File: config.mk
export PLATFORM = sky130hd
export DESIGN_NAME = scd_ram
export DESIGN_NICKNAME = d
export VERILOG_FILES = /design/src/rtl/scd_pkg.sv /design/src/rtl/scd_ram.sv
export SDC_FILE = /design/constraint.sdc
export NUM_CORES = 2
export LEC_CHECK = 0
export BUFFER_PORTS_ARGS = -buffer_cell sky130_fd_sc_hd__buf_2
export CAP_MARGIN = 10
export CORE_ASPECT_RATIO = 0.7
export CORE_UTILIZATION = 55
export DETAILED_ROUTE_END_ITERATION = 8
export PLACE_DENSITY = 0.73
export SETUP_SLACK_MARGIN = 0.5
export SLEW_MARGIN = 20
export SYNTH_ARGS = -nofsm -noshare
export SYNTH_HDL_FRONTEND = slang
export SYNTH_MEMORY_MAX_BITS = 65536
export SYNTH_SLANG_ARGS = --single-unit
File: constraint.sdc
create_clock -name i_clk -period 4.84 [get_ports i_clk]
set_input_delay 0.484 -clock i_clk [delete_from_list [all_inputs] [get_ports i_clk]]
set_output_delay 0.484 -clock i_clk [all_outputs]
set_load 0.05 [all_outputs]
File: src/rtl/scd_pkg.sv
// Shared types and constants for the strip charge division position block.
`default_nettype none

package scd_pkg;

    // Configuration defaults
    localparam int NUM_DETECTORS_DEF = 12;
    localparam int NUM_STRIPS_DEF    = 4;
    localparam int ADC_BITS_DEF      = 12;
    localparam int TABLE_DEPTH_DEF   = 2 * NUM_DETECTORS_DEF * NUM_STRIPS_DEF;

    // Fixed field widths
    localparam int DET_W   = 4;
    localparam int STRIP_W = 3;
    localparam int ADC_W   = 12;
    localparam int CAL_W   = 16;
    localparam int ESUM_W  = 17;
    localparam int THR_W   = 16;
    localparam int ENTRY_W = 3 * CAL_W;

    localparam logic [THR_W-1:0] THRESH_RESET = 16'd1000;

    // Request codes
    localparam logic REQ_LOAD = 1'b0;
    localparam logic REQ_HIT  = 1'b1;

    // Divider geometry: 44-bit dividend magnitude, 30-bit divisor magnitude,
    // 16 quotient bits plus an overflow flag.
    localparam int DIV_NUM_W = 44;
    localparam int DIV_DEN_W = 30;
    localparam int DIV_Q_W   = 16;
    localparam int DIV_REM_W = DIV_DEN_W + DIV_Q_W;

    typedef struct packed {
        logic                 start;
        logic                 neg;
        logic [DIV_NUM_W-1:0] num_mag;
        logic [DIV_DEN_W-1:0] den_mag;
    } t_div_req;

    typedef struct packed {
        logic                     busy;
        logic                     done;
        logic signed [DIV_Q_W-1:0] quot;
    } t_div_rsp;

endpackage

`default_nettype wire

File: src/rtl/scd_ram.sv
// Generic single-write, single-read synchronous RAM with registered read data.
`default_nettype none

module scd_ram #(
    parameter int WIDTH = scd_pkg::ENTRY_W,
    parameter int DEPTH = scd_pkg::TABLE_DEPTH_DEF
) (
    input  wire logic                     i_clk,
    input  wire logic                     i_we,
    input  wire logic [$clog2(DEPTH)-1:0] i_waddr,
    input  wire logic [WIDTH-1:0]         i_wdata,
    input  wire logic                     i_re,
    input  wire logic [$clog2(DEPTH)-1:0] i_raddr,
    output logic      [WIDTH-1:0]         o_rdata
);

    logic [WIDTH-1:0] r_mem [DEPTH];

    always_ff @(posedge i_clk) begin
        if (i_we) begin
            r_mem[i_waddr] <= i_wdata;
        end
        if (i_re) begin
            o_rdata <= r_mem[i_raddr];
        end
    end

endmodule

`default_nettype wire

==> flow_summary.ini <==
[setup_path]
r2r_start = r_mem[74][13]
slowest_stage = nand4_1
critPathLaunchType = input port
crit_path_end_kind = flip-flop
crit_top_cell = buf_12
critPathLaunch = i_raddr[2]
arrival_ns = 3.84
cp_top_family = buffers and inverters
path_buf_inv = 5
crit_fanout = 51
path_cells = buf_12, buf_12, buf_12, buf_4, mux2i_1, a22oi_1, nand3_1, nand4_1, buf_4, a31o_1
path_class = input port to flip-flop
critPathMaxStageDelay_ns = 0.47
required_ns = 5.51

[logic_synthesis]
ys_warn_count = 0
avgSynthCellArea_um2 = 21.60
yosys-top-cells-area = edfxtp_1, mux4_2, mux2i_1
syn_inst = 8220
synth.largest_area_cell = edfxtp_1
synth.distinct_cells = 33
synth-main-ff-cell = edfxtp_1
synth_edf_count = 4656
yosysTopAreaCellShare_pct = 78.76
syn_area_um2 = 177500
yosysSeqAreaShare_pct = 78.76
synth_nets = 8285
synthArstFlopShare_pct = 0
ys_ff_latch = 4656

[timing]
fin_crit_ns = 3.176
drv_slew = 0
max_freq_ghz = 0.3149
slew_headroom_pct = 15.78
hold_viol_final = 0
setup_viol = 0
rsz0062_at_grt = false
period_share_pct = 65.61
worstMarginPinSlew_ns = 1.263
fin_tns_setup_ns = 0
worst_slack_ns = 1.664
skew_ns = 0.06926

[power]
powerDensity_nw_per_um2 = 409.9
peakVddDrop_mv = 0.4384
p_leak_nw = 63.41

[routing]
num_vias = 93710
avgViaCountPerCell = 6.996
wl_um = 512200
detail-route-antenna-nets = 0
wire_per_inst_um = 38.24
drtPass1Iterations = 8
drc = 16
drt_iter0_markers = 16040

[clocking]
clk_pin_slew_ns = 0.06
cts_buffer_depth = 4
cts_tree = built
cts.hold.buffers_added = 13
clock_latency_ns = 0.97
post_cts_buffers = 0
htreeDepth = 5
cts_made_buffers = 410
cts_num_sinks = 4656
cts-root-buf = clkbuf_16
cts.repair.resized = 0

[cells_and_area]
layout_commonest_cell = edfxtp_1
fin_cells = 13400
final_util_pct = 62.63
nets = 8791
mostFrequentLayoutCells = edfxtp_1, mux4_2, mux2i_1
fillers = 20850
drive_above_1_share_pct = 26.93
fin_area_um2 = 201100
area_delta_synth_final_pct = 13.29

[placement]
place_ws_ns = 0.8059
dp.cells = 12610
gp_congestion = 0.8578
port_buffers = 112
place_area_um2 = 187400
dp_hpwl_um = 283100

[min_path]
hold_class = input port to flip-flop
hp-start = i_wdata[4]

[global_route]
grt_overflow_total = 0
antenna_found_initial = 54
grt_pass1_wl_um = 705300
grt_util_all_layers_pct = 31.17
grt_max_degree = 101
grt_pass1_vias = 91300

[floorplan]
core_area_um2 = 321100
io_pins = 113
die_h_um = 477.3
initial_core_util_pct = 55.28
die_area_um2 = 325100
rows = 174
die_w_um = 681.1

[outcome]
run_status = finished with violations
violations = design-rule violations

[run]
drv_cap = 0
## per-layer routing
metal / track usage (%) / vias up / share of wire [%]
met5: 0 / - / 0.034
met4: 12.31 / 28 / 4.7
met3: 10.37 / 1290 / 16
met2: 44.93 / 7856 / 43
met1: 44.40 / 48650 / 36
li1: - / 35880 / -
## sequential cells by signal, indices dropped and copies added (netlist names)
signal and cells:
o_rdata 48, r_mem 4608
## final timing paths
check	slack, ns	cells after the start	to
min	0.03	1	r_mem[57][4]
max reg2reg	2.21	6	o_rdata[13]
min reg2reg	0.83	4	o_rdata[28]
max	1.66	10	o_rdata[20]
## logic make-up after synthesis
kind of cell / Yosys count / synth area share [%]
AOI/OAI and AO/OA: 864 / 3.654
muxes: 1632 / 14.89
buffers and inverters: 477 / 1.190
DFF: 4656 / 78.76
and+or+nand+nor: 591 / 1.516
## power by group
group          total [mW]  internal (mW)  switching [mW]
clock                33.2           18.6            14.6
combinational        4.58           1.46            3.12
sequential           44.7           44.6           0.118
total                82.4           64.6            17.8
## synthesized netlist by cell type, types with 62 or more instances
master,instances
edfxtp_1,4656
mux4_2,768
mux2i_1,480
mux2_2,384
a22oi_1,336
nand2_1,254
clkbuf_1,220
buf_2,179
o22ai_1,144
nand3_1,108
nand4_1,97
a221oi_1,96
nor2_1,91
buf_1,62
## cell type report
cell class	instances	area [µm²]	share of cell area (%)
Sequential cell	4656	139800	69.51
Tap cell	4312	5395	2.682
Multi-Input combinational cell	3087	36460	18.13
Clock buffer	464	10570	5.255
Inverter	1	5.005	0.002488
Clock inverter	283	2843	1.413
Antenna cell	22	55.05	0.02737
Timing Repair Buffer	570	5993	2.980
## metrics by stage
stage	total power, mW	hold WS, ns
after floorplan	47.69	0.5829
after global placement	49.88	0.6984
after detailed placement	49.99	0.6896
after CTS	82.46	0.004116
after global routing	84.21	0.01218
final	82.45	0.03302
Note: power is estimated with default switching activity, not from simulation.
