<file path="config.mk">
export PLATFORM = sky130hd
export DESIGN_NAME = scd_div
export DESIGN_NICKNAME = d
export VERILOG_FILES = /design/src/rtl/scd_pkg.sv /design/src/rtl/scd_div.sv
export SDC_FILE = /design/constraint.sdc
export NUM_CORES = 1
export LEC_CHECK = 0
export BUFFER_PORTS_ARGS = -buffer_cell sky130_fd_sc_hd__buf_2
export CORE_UTILIZATION = 52
export CTS_CLUSTER_SIZE = 40
export DETAILED_ROUTE_END_ITERATION = 10
export GPL_ROUTABILITY_DRIVEN = 0
export HOLD_SLACK_MARGIN = 0.02
export PLACE_DENSITY = 0.72
export SYNTH_ARGS = -nofsm -noshare
export SYNTH_HDL_FRONTEND = slang
export SYNTH_SLANG_ARGS = --single-unit
</file>
<file path="constraint.sdc">
create_clock -name i_clk -period 5.5 [get_ports i_clk]
set_input_delay 0.825 -clock i_clk [delete_from_list [all_inputs] [get_ports i_clk]]
set_output_delay 0.825 -clock i_clk [all_outputs]
set_load 0.005 [all_outputs]
</file>
<file path="src/rtl/scd_pkg.sv">
// Shared types and constants for the strip charge division position block.
`default_nettype none

package scd_pkg;

    // Configuration defaults
    localparam int NUM_DETECTORS_DEF = 12;
    localparam int NUM_STRIPS_DEF    = 4;
    localparam int ADC_BITS_DEF      = 12;
    localparam int TABLE_DEPTH_DEF   = 2 * NUM_DETECTORS_DEF * NUM_STRIPS_DEF;

    // Fixed field widths
    localparam int DET_W   = 4;
    localparam int STRIP_W = 3;
    localparam int ADC_W   = 12;
    localparam int CAL_W   = 16;
    localparam int ESUM_W  = 17;
    localparam int THR_W   = 16;
    localparam int ENTRY_W = 3 * CAL_W;

    localparam logic [THR_W-1:0] THRESH_RESET = 16'd1000;

    // Request codes
    localparam logic REQ_LOAD = 1'b0;
    localparam logic REQ_HIT  = 1'b1;

    // Divider geometry: 44-bit dividend magnitude, 30-bit divisor magnitude,
    // 16 quotient bits plus an overflow flag.
    localparam int DIV_NUM_W = 44;
    localparam int DIV_DEN_W = 30;
    localparam int DIV_Q_W   = 16;
    localparam int DIV_REM_W = DIV_DEN_W + DIV_Q_W;

    typedef struct packed {
        logic                 start;
        logic                 neg;
        logic [DIV_NUM_W-1:0] num_mag;
        logic [DIV_DEN_W-1:0] den_mag;
    } t_div_req;

    typedef struct packed {
        logic                     busy;
        logic                     done;
        logic signed [DIV_Q_W-1:0] quot;
    } t_div_rsp;

endpackage

`default_nettype wire

</file>
<file path="src/rtl/scd_div.sv">
// Bit-serial restoring divider with sign fixup and 16-bit signed saturation.
`default_nettype none

module scd_div (
    input  wire logic              i_clk,
    input  wire logic              i_rst_n,
    input  wire scd_pkg::t_div_req i_req,
    output scd_pkg::t_div_rsp      o_rsp
);

    localparam int QW   = scd_pkg::DIV_Q_W;
    localparam int RW   = scd_pkg::DIV_REM_W;
    localparam int NW   = scd_pkg::DIV_NUM_W;
    localparam int DW   = scd_pkg::DIV_DEN_W;
    localparam int CntW = $clog2(QW);
    localparam logic [CntW-1:0] LastStep = CntW'(QW - 1);
    localparam logic [QW-1:0]   PosMax   = {1'b0, {(QW-1){1'b1}}};
    localparam logic [QW-1:0]   NegMax   = {1'b1, {(QW-1){1'b0}}};

    logic            r_busy;
    logic            r_fin;
    logic [CntW-1:0] r_cnt;
    logic [RW-1:0]   r_rem;
    logic [RW-1:0]   r_dsh;
    logic [QW-1:0]   r_q;
    logic            r_neg;
    logic            r_ovf;

    logic [RW:0]     w_diff;
    logic            w_ge;
    logic [QW-1:0]   w_quot;

    assign w_diff = {1'b0, r_rem} - {1'b0, r_dsh};
    assign w_ge   = !w_diff[RW];

    // Control
    always_ff @(posedge i_clk) begin
        if (!i_rst_n) begin
            r_busy <= 1'b0;
            r_fin  <= 1'b0;
            r_cnt  <= '0;
        end else begin
            r_fin <= 1'b0;
            if (i_req.start) begin
                r_busy <= 1'b1;
                r_cnt  <= '0;
            end else if (r_busy) begin
                r_cnt <= r_cnt + 1'b1;
                if (r_cnt == LastStep) begin
                    r_busy <= 1'b0;
                    r_fin  <= 1'b1;
                end
            end
        end
    end

    // Datapath: one quotient bit per cycle, most significant first
    always_ff @(posedge i_clk) begin
        if (i_req.start) begin
            r_rem <= {{(RW-NW){1'b0}}, i_req.num_mag};
            r_dsh <= {1'b0, i_req.den_mag, {(QW-1){1'b0}}};
            r_q   <= '0;
            r_neg <= i_req.neg;
            r_ovf <= {{(RW-NW){1'b0}}, i_req.num_mag} >= {i_req.den_mag, {QW{1'b0}}};
        end else if (r_busy) begin
            if (w_ge) begin
                r_rem <= w_diff[RW-1:0];
            end
            r_q   <= {r_q[QW-2:0], w_ge};
            r_dsh <= {1'b0, r_dsh[RW-1:1]};
        end
    end

    always_comb begin
        if (!r_neg) begin
            w_quot = (r_ovf || r_q[QW-1]) ? PosMax : r_q;
        end else begin
            w_quot = (r_ovf || (r_q > NegMax)) ? NegMax : (~r_q + 1'b1);
        end
    end

    assign o_rsp.busy = r_busy;
    assign o_rsp.done = r_fin;
    assign o_rsp.quot = $signed(w_quot);

endmodule

`default_nettype wire

</file>
==> results of run 1 <==
==> critical path: stages (launching register included) <==
cell and delay, ns:
sky130_fd_sc_hd__dfxtp_1 0.35, sky130_fd_sc_hd__inv_1 0.09, sky130_fd_sc_hd__ha_1 0.17, sky130_fd_sc_hd__or3b_1 0.40, sky130_fd_sc_hd__and4b_1 0.31, sky130_fd_sc_hd__nand3_1 0.12, sky130_fd_sc_hd__o21ai_1 0.13, sky130_fd_sc_hd__nand2b_1 0.27
sky130_fd_sc_hd__inv_1 0.18, sky130_fd_sc_hd__nand2_1 0.24, sky130_fd_sc_hd__o311ai_0 0.41, sky130_fd_sc_hd__buf_2 0.18
==> through the flow <==
stage                     setup WS (ns)  hold WS, ns  power [µW]
after detailed placement           1.79        0.468        2710
after global placement             1.86        0.467        2700
after global routing               1.14        0.498        4110
after CTS                          1.39        0.476        3850
final                              1.39        0.486        3860
after floorplan                    1.96        0.449        2360
==> where the power goes <==
group          leakage (µW)  switching [µW]  internal [µW]
logic               0.00292             955            624
clock network      0.000275             424            707
registers           0.00109            55.9           1100
==> final cells by class <==
type | instances | area [µm²]
well taps | 220 | 275
clock inverters | 14 | 164
clock buffers | 18 | 429
inverters | 99 | 372
flip-flops and latches | 115 | 3060
fillers | 1468 | 6650
multi-input cells | 755 | 5060
repair buffers | 99 | 508
==> final timing paths <==
kind,slack [ns],to
setup / recovery,1.39,o_rsp[2]
hold / removal,0.49,r_fin$_SDFF_PP0_
setup reg to reg,1.78,r_rem[3]$_DFFE_PP_
hold reg to reg,0.49,r_fin$_SDFF_PP0_
==> per-layer routing <==
metal	global-route usage	wire length, µm
met5	0	0
met4	0.0762	297
met3	0.0559	1170
met2	0.413	9750
met1	0.349	10300
==> flip-flops by register name (all words and copies together), names as in the netlist <==
name    count
r_busy      1
r_cnt       4
r_dsh      45
r_fin       1
r_neg       1
r_ovf       1
r_q        16
r_rem      46
==> cells in the final DEF (no fill, tap or decap), types with 19 or more instances in the layout <==
cell type	n
sky130_fd_sc_hd__o21ai_0	65
sky130_fd_sc_hd__inv_1	99
sky130_fd_sc_hd__a21oi_1	53
sky130_fd_sc_hd__a21o_1	36
sky130_fd_sc_hd__mux2i_1	33
sky130_fd_sc_hd__nor2_1	84
sky130_fd_sc_hd__nor3_1	19
sky130_fd_sc_hd__o31ai_1	36
sky130_fd_sc_hd__buf_2	94
sky130_fd_sc_hd__dfxtp_1	38
sky130_fd_sc_hd__nand2_1	125
sky130_fd_sc_hd__edfxtp_1	76
sky130_fd_sc_hd__nand3_1	20
sky130_fd_sc_hd__ha_1	75
==> kinds of logic after synthesis <==
| logic type | share of synthesized area |
|---|---|
| adders and majority gates | 0.110 |
| DFF | 0.350 |
| muxes | 0.0429 |
| buffers and inverters | 0.0716 |
| and+or+nand+nor | 0.162 |
| xor gates and xnor gates | 0.0330 |
| AOI/OAI and AO/OA | 0.231 |
==> flow_summary_export.csv, run 1 <==
group,metric,value,unit
global_route,groute.usage.overall,0.258,
synth,synth.cell_area,8750,µm²
synth,synth_cell_types,80,
placed_design,port_buffers,95,
cts,tritoncts.num_buffers,17,
synth,synth.yosys.warnings,0,
final_layout,post_route_cells_drive_above_1_share,0.136,
cts,clock_tree.buffer_depth,2,
timing,fin_tns_setup,0,ns
detailed_routing,drt_pre_antenna_iters,5,
timing,finalCritPeriodShare,0.748,
synth,seq_area_frac_synth,0.350,
status,status,"finished clean",
cts,cts_tree,"done",
setup_path,critPathLaunchType,"flip-flop",
timing,clock-skew-final,0.00847,ns
placed_design,placedCellCount,1288,
synth,yosys-top-cells-area,"sky130_fd_sc_hd__edfxtp_1 26%, sky130_fd_sc_hd__ha_1 11%, sky130_fd_sc_hd__dfxtp_1 8.9%",
global_route,first_global_vias,7429,
synth,synthArstFlopShare,0,
timing,final-max-slew-violation-count,0,
cts,cts_post_setup_buffers_inserted,0,
setup_path,cp-startpoint,"r_q[0]$_SDFFE_PP0P_",
synth,mean_cell_area_of_the_mapped_netlist,8.51,µm²
detailed_routing,drc,0,
final_layout,instances_no_fill,1320,
cts,htreeDepth,4,
final_layout,count_of_inserted_antenna_diode_cells,0,
setup_path,critical_path.reg2reg.startpoint,"r_rem[0]$_DFFE_PP_",
worst_hold_path,min_path_cells,2,
pwr,ir_worst_vdd,244,µV
floorplanning,dieWidth,132,µm
synth,synth_common_cells,"126 x sky130_fd_sc_hd__nand2_1, 99 x sky130_fd_sc_hd__inv_1, 84 x sky130_fd_sc_hd__nor2_1",
setup_path,worst_r2r_path_depth,11,
cts,clock_sinks,115,
floorplanning,top_level_ports,96,
detailed_routing,final_wirelength,21500,µm
setup_path,cp_max_fo,14,
cts,root_buffer,"sky130_fd_sc_hd__clkbuf_16",
final_layout,postLayoutCoreUtil,0.598,
worst_hold_path,min-delay-start,"r_cnt[3]$_SDFFE_PP0P_",
timing,setup_viol,0,
global_route,antenna_violations_before_repair,0,
detailed_routing,detailroute.via_count,7733,
timing,finalHoldViolCount,0,
pwr,power.density_cell_area,391,nW/µm²
cts,cts-resized-gates,0,
synth,netlist.area_leader.share,0.261,
cts,insertion_delay_to_the_later_sink_of_the_worst_skew_pair,0.43,ns
final_layout,syn2layout_area_growth,12.9,%
global_route,grt_first_pass_wirelength,36000,µm
global_route,largest_net_degree_at_the_start_of_global_routing,94,
final_layout,layout.nets,1241,
cts,cts_hold_repair.buffers,0,
detailed_routing,drt_iter0_drc,669,
synth,syn-num-nets,1182,
timing,final.min_clock_period,4.11,ns
floorplanning,floorplan.initialDensity,0.529,
setup_path,worstSetupPathType,"flip-flop to output pin",
final_layout,final_cell_area,9870,µm²
setup_path,crit_arrival,3.29,ns
detailed_routing,vias_per_cell,5.86,
timing,max_slew.worst_pin.slew,1.14,ns
floorplanning,height_of_the_chip,132,µm
synth,synth-seq-cells,115,
floorplanning,rows,47,
global_route,grt_overflow,0,
synth,synth_area_leader_cell,"sky130_fd_sc_hd__edfxtp_1",
floorplanning,design.core.area,16500,µm²
worst_hold_path,hold_path.class,"flip-flop to flip-flop",
synth,yosys_most_used_dff,"sky130_fd_sc_hd__edfxtp_1",
setup_path,worst_path_required_time,4.68,ns
timing,max-slew-margin-rel,0.238,
timing,timing.fmax,0.243,GHz
detailed_routing,post_drt_wl_per_cell,16.3,µm
cts,cts.reportedPaths.clkPinSlew,0.06,ns
detailed_routing,final_antenna_net_count,0,
placed_design,detailed_place.area,9280,µm²
floorplanning,die-area,17300,µm²
synth,yosys.cell_count.top_type,"sky130_fd_sc_hd__nand2_1",
placed_design,post-dp-hpwl,15400,µm
run,cap_viol_max_count,0,
setup_path,critical_path.endpoint_type,"output pin",
pwr,leakage_power_summed_over_all_cells,0.00429,µW
synth,syn-instance-count,1028,
synth,synth_enable_flop_cells,76,
timing,rsz0062_at_grt,"no",
Note: power is estimated with default switching activity, not from simulation.
==> inputs of run 2 (changes only) <==
==> constraint.sdc (replaced) <==
create_clock -name i_clk -period 4.3 [get_ports i_clk]
set_input_delay 0.645 -clock i_clk [delete_from_list [all_inputs] [get_ports i_clk]]
set_output_delay 0.645 -clock i_clk [all_outputs]
set_load 0.005 [all_outputs]
==> run 2 against run 1 <==
Against the previous run:
- sequential cell count unchanged
- clock skew is 0.00076 ns higher
- combinational power is 30% higher
- largest power group unchanged
- highest routed layer unchanged
==> flow_summary_export.csv, run 2 (synthesized netlist as in run 1, its figures left out) <==
group,metric,value,unit
status,status,"finished clean",
global_route,grt_overflow,0,
detailed_routing,drt_pre_antenna_iters,7,
detailed_routing,final_antenna_net_count,0,
placed_design,post-dp-hpwl,16000,µm
cts,cts_post_setup_buffers_inserted,0,
pwr,pwr-share-clk,0.282,
floorplanning,floorplan.initialDensity,0.529,
floorplanning,height_of_the_chip,132,µm
setup_path,top_cell_family_by_delay_on_the_critical_path,"simple AND/OR/NAND/NOR gates",
run,cap_viol_max_count,0,
detailed_routing,detailroute.via_count,7833,
timing,max_slew.worst_pin.slew,0.867,ns
floorplanning,dieWidth,132,µm
cts,root_buffer,"sky130_fd_sc_hd__clkbuf_16",
setup_path,critical_path.endpoint_type,"output pin",
timing,hold_ws,0.396,ns
final_layout,layout.nets,1245,
setup_path,path_common_cell,"sky130_fd_sc_hd__inv_1",
placed_design,port_buffers,95,
global_route,largest_net_degree_at_the_start_of_global_routing,90,
final_layout,syn2layout_area_growth,13.2,%
final_layout,top_regs,"r_rem: 46 flops, r_dsh: 45 flops, r_q: 16 flops",
setup_path,crit_buf_inv,3,
worst_hold_path,hold_path.class,"input pin to flip-flop",
detailed_routing,drc,0,
setup_path,critical-path-max-stage-delay,0.41,ns
cts,insertion_delay_to_the_later_sink_of_the_worst_skew_pair,0.43,ns
timing,clock-skew-final,0.00924,ns
timing,finalCritPeriodShare,0.906,
cts,cts.reportedPaths.clkPinSlew,0.05,ns
timing,rsz0062_at_grt,"no",
cts,tritoncts.num_buffers,17,
setup_path,worstSetupPathType,"flip-flop to output pin",
final_layout,count_of_inserted_antenna_diode_cells,0,
setup_path,setup.reg_to_reg.worst_slack,0.88,ns
timing,setup_viol,0,
cts,clock_sinks,115,
pwr,power.density_cell_area,496,nW/µm²
pwr,power.sequential.fraction,0.298,
timing,fin_tns_setup,0,ns
pwr,p_int,3070,µW
floorplanning,top_level_ports,96,
cts,cts-resized-gates,0,
floorplanning,die-area,17300,µm²
final_layout,layout_commonest_cell,"sky130_fd_sc_hd__nand2_1",
pwr,ir_worst_vdd,346,µV
setup_path,crit_arrival,3.25,ns
setup_path,critPathLaunchType,"flip-flop",
floorplanning,design.core.area,16500,µm²
pwr,comb_power_share,0.420,
detailed_routing,drt_iter0_drc,686,
setup_path,worst_path_required_time,3.65,ns
timing,timing.fmax,0.257,GHz
cts,clock_tree.buffer_depth,2,
detailed_routing,final_wirelength,22100,µm
timing,finalHoldViolCount,0,
pwr,p_switching,1840,µW
global_route,antenna_violations_before_repair,0,
final_layout,layout_common_cells,"125 x sky130_fd_sc_hd__nand2_1, 99 x sky130_fd_sc_hd__inv_1, 94 x sky130_fd_sc_hd__buf_2",
cts,cts_tree,"done",
pwr,leakage_power_summed_over_all_cells,0.00433,µW
global_route,grt_first_pass_wirelength,36600,µm
detailed_routing,vias_per_cell,5.92,
pwr,switching_share,0.374,
detailed_routing,post_drt_wl_per_cell,16.7,µm
timing,max-slew-margin-rel,0.422,
global_route,first_global_vias,7518,
timing,final.min_clock_period,3.90,ns
setup_path,worst_path_max_delay_cell,"sky130_fd_sc_hd__or3b_1",
final_layout,registers.top_by_ff_count,"r_rem",
cts,htreeDepth,4,
setup_path,cp_max_fo,14,
setup_path,timing.critical_path.cells,"inv_1, ha_1, or3b_1, and4b_1, nand3_1, o21ai_1, nand2b_1, inv_1, nand2_1, o311ai_0, buf_2",
cts,cts_hold_repair.buffers,0,
timing,final-max-slew-violation-count,0,
floorplanning,rows,47,
final_layout,post_route_cells_drive_above_1_share,0.139,
final_layout,largest_reg_flops,46,
global_route,groute.usage.overall,0.263,
run 2: power by group through the flow:
| stage | clock network (µW) | registers, µW | logic, µW |
|---|---|---|---|
| 2_1_floorplan | 0 | 1470 | 1560 |
| 3_3_place_gp | 0 | 1480 | 1980 |
| 3_5_place_dp | 0 | 1490 | 2000 |
| 4_1_cts | 1400 | 1460 | 2030 |
| 5_1_grt | 1440 | 1480 | 2280 |
| 6_report | 1380 | 1460 | 2060 |
run 2: final cells by class:
| type | instances | area [µm²] |
|---|---|---|
| Clock buffer | 24 | 536 |
| Clock inverter | 8 | 42.5 |
| Inverter | 99 | 372 |
| Multi-Input combinational cell | 755 | 5060 |
| Timing Repair Buffer | 103 | 551 |
| Sequential cell | 115 | 3060 |
| Fill cell | 1485 | 6620 |
| Tap cell | 220 | 275 |
run 2: stage by stage:
| step | total power, µW | worst slack [ns] | cell area [µm²] | utilization | cells |
|---|---|---|---|---|---|
| final | 4910 | 0.403 | 9900 | 0.599 | 1324 |
| after global routing | 5200 | 0.0408 | 9900 | 0.599 | 1324 |
| after CTS | 4890 | 0.427 | 9900 | 0.599 | 1324 |
| after detailed placement | 3490 | 0.885 | 9320 | 0.564 | 1292 |
| after global placement | 3450 | 0.944 | 9320 | 0.564 | 1292 |
| after floorplan | 3020 | 0.762 | 8750 | - | 1028 |
run 2: worst paths after layout:
path | end | start | cells after the start
worst max-delay path | o_rsp[2] | r_q[0]$_SDFFE_PP0P_ | 11
worst min-delay path | r_neg$_DFFE_PP_ | i_req[74] | 1
worst max register to register | r_rem[17]$_DFFE_PP_ | r_rem[0]$_DFFE_PP_ | 12
worst min register to register | r_rem[44]$_SDFFE_PP0P_ | r_rem[44]$_SDFFE_PP0P_ | 2
run 2: metal layers:
layer / up-vias / global-route usage / share of wire
li1: 3844 / - / -
met3: 42 / 0.0444 / 0.060
met2: 277 / 0.417 / 0.45
met1: 3670 / 0.363 / 0.47
met5: - / 0 / 0
met4: 0 / 0.0924 / 0.019
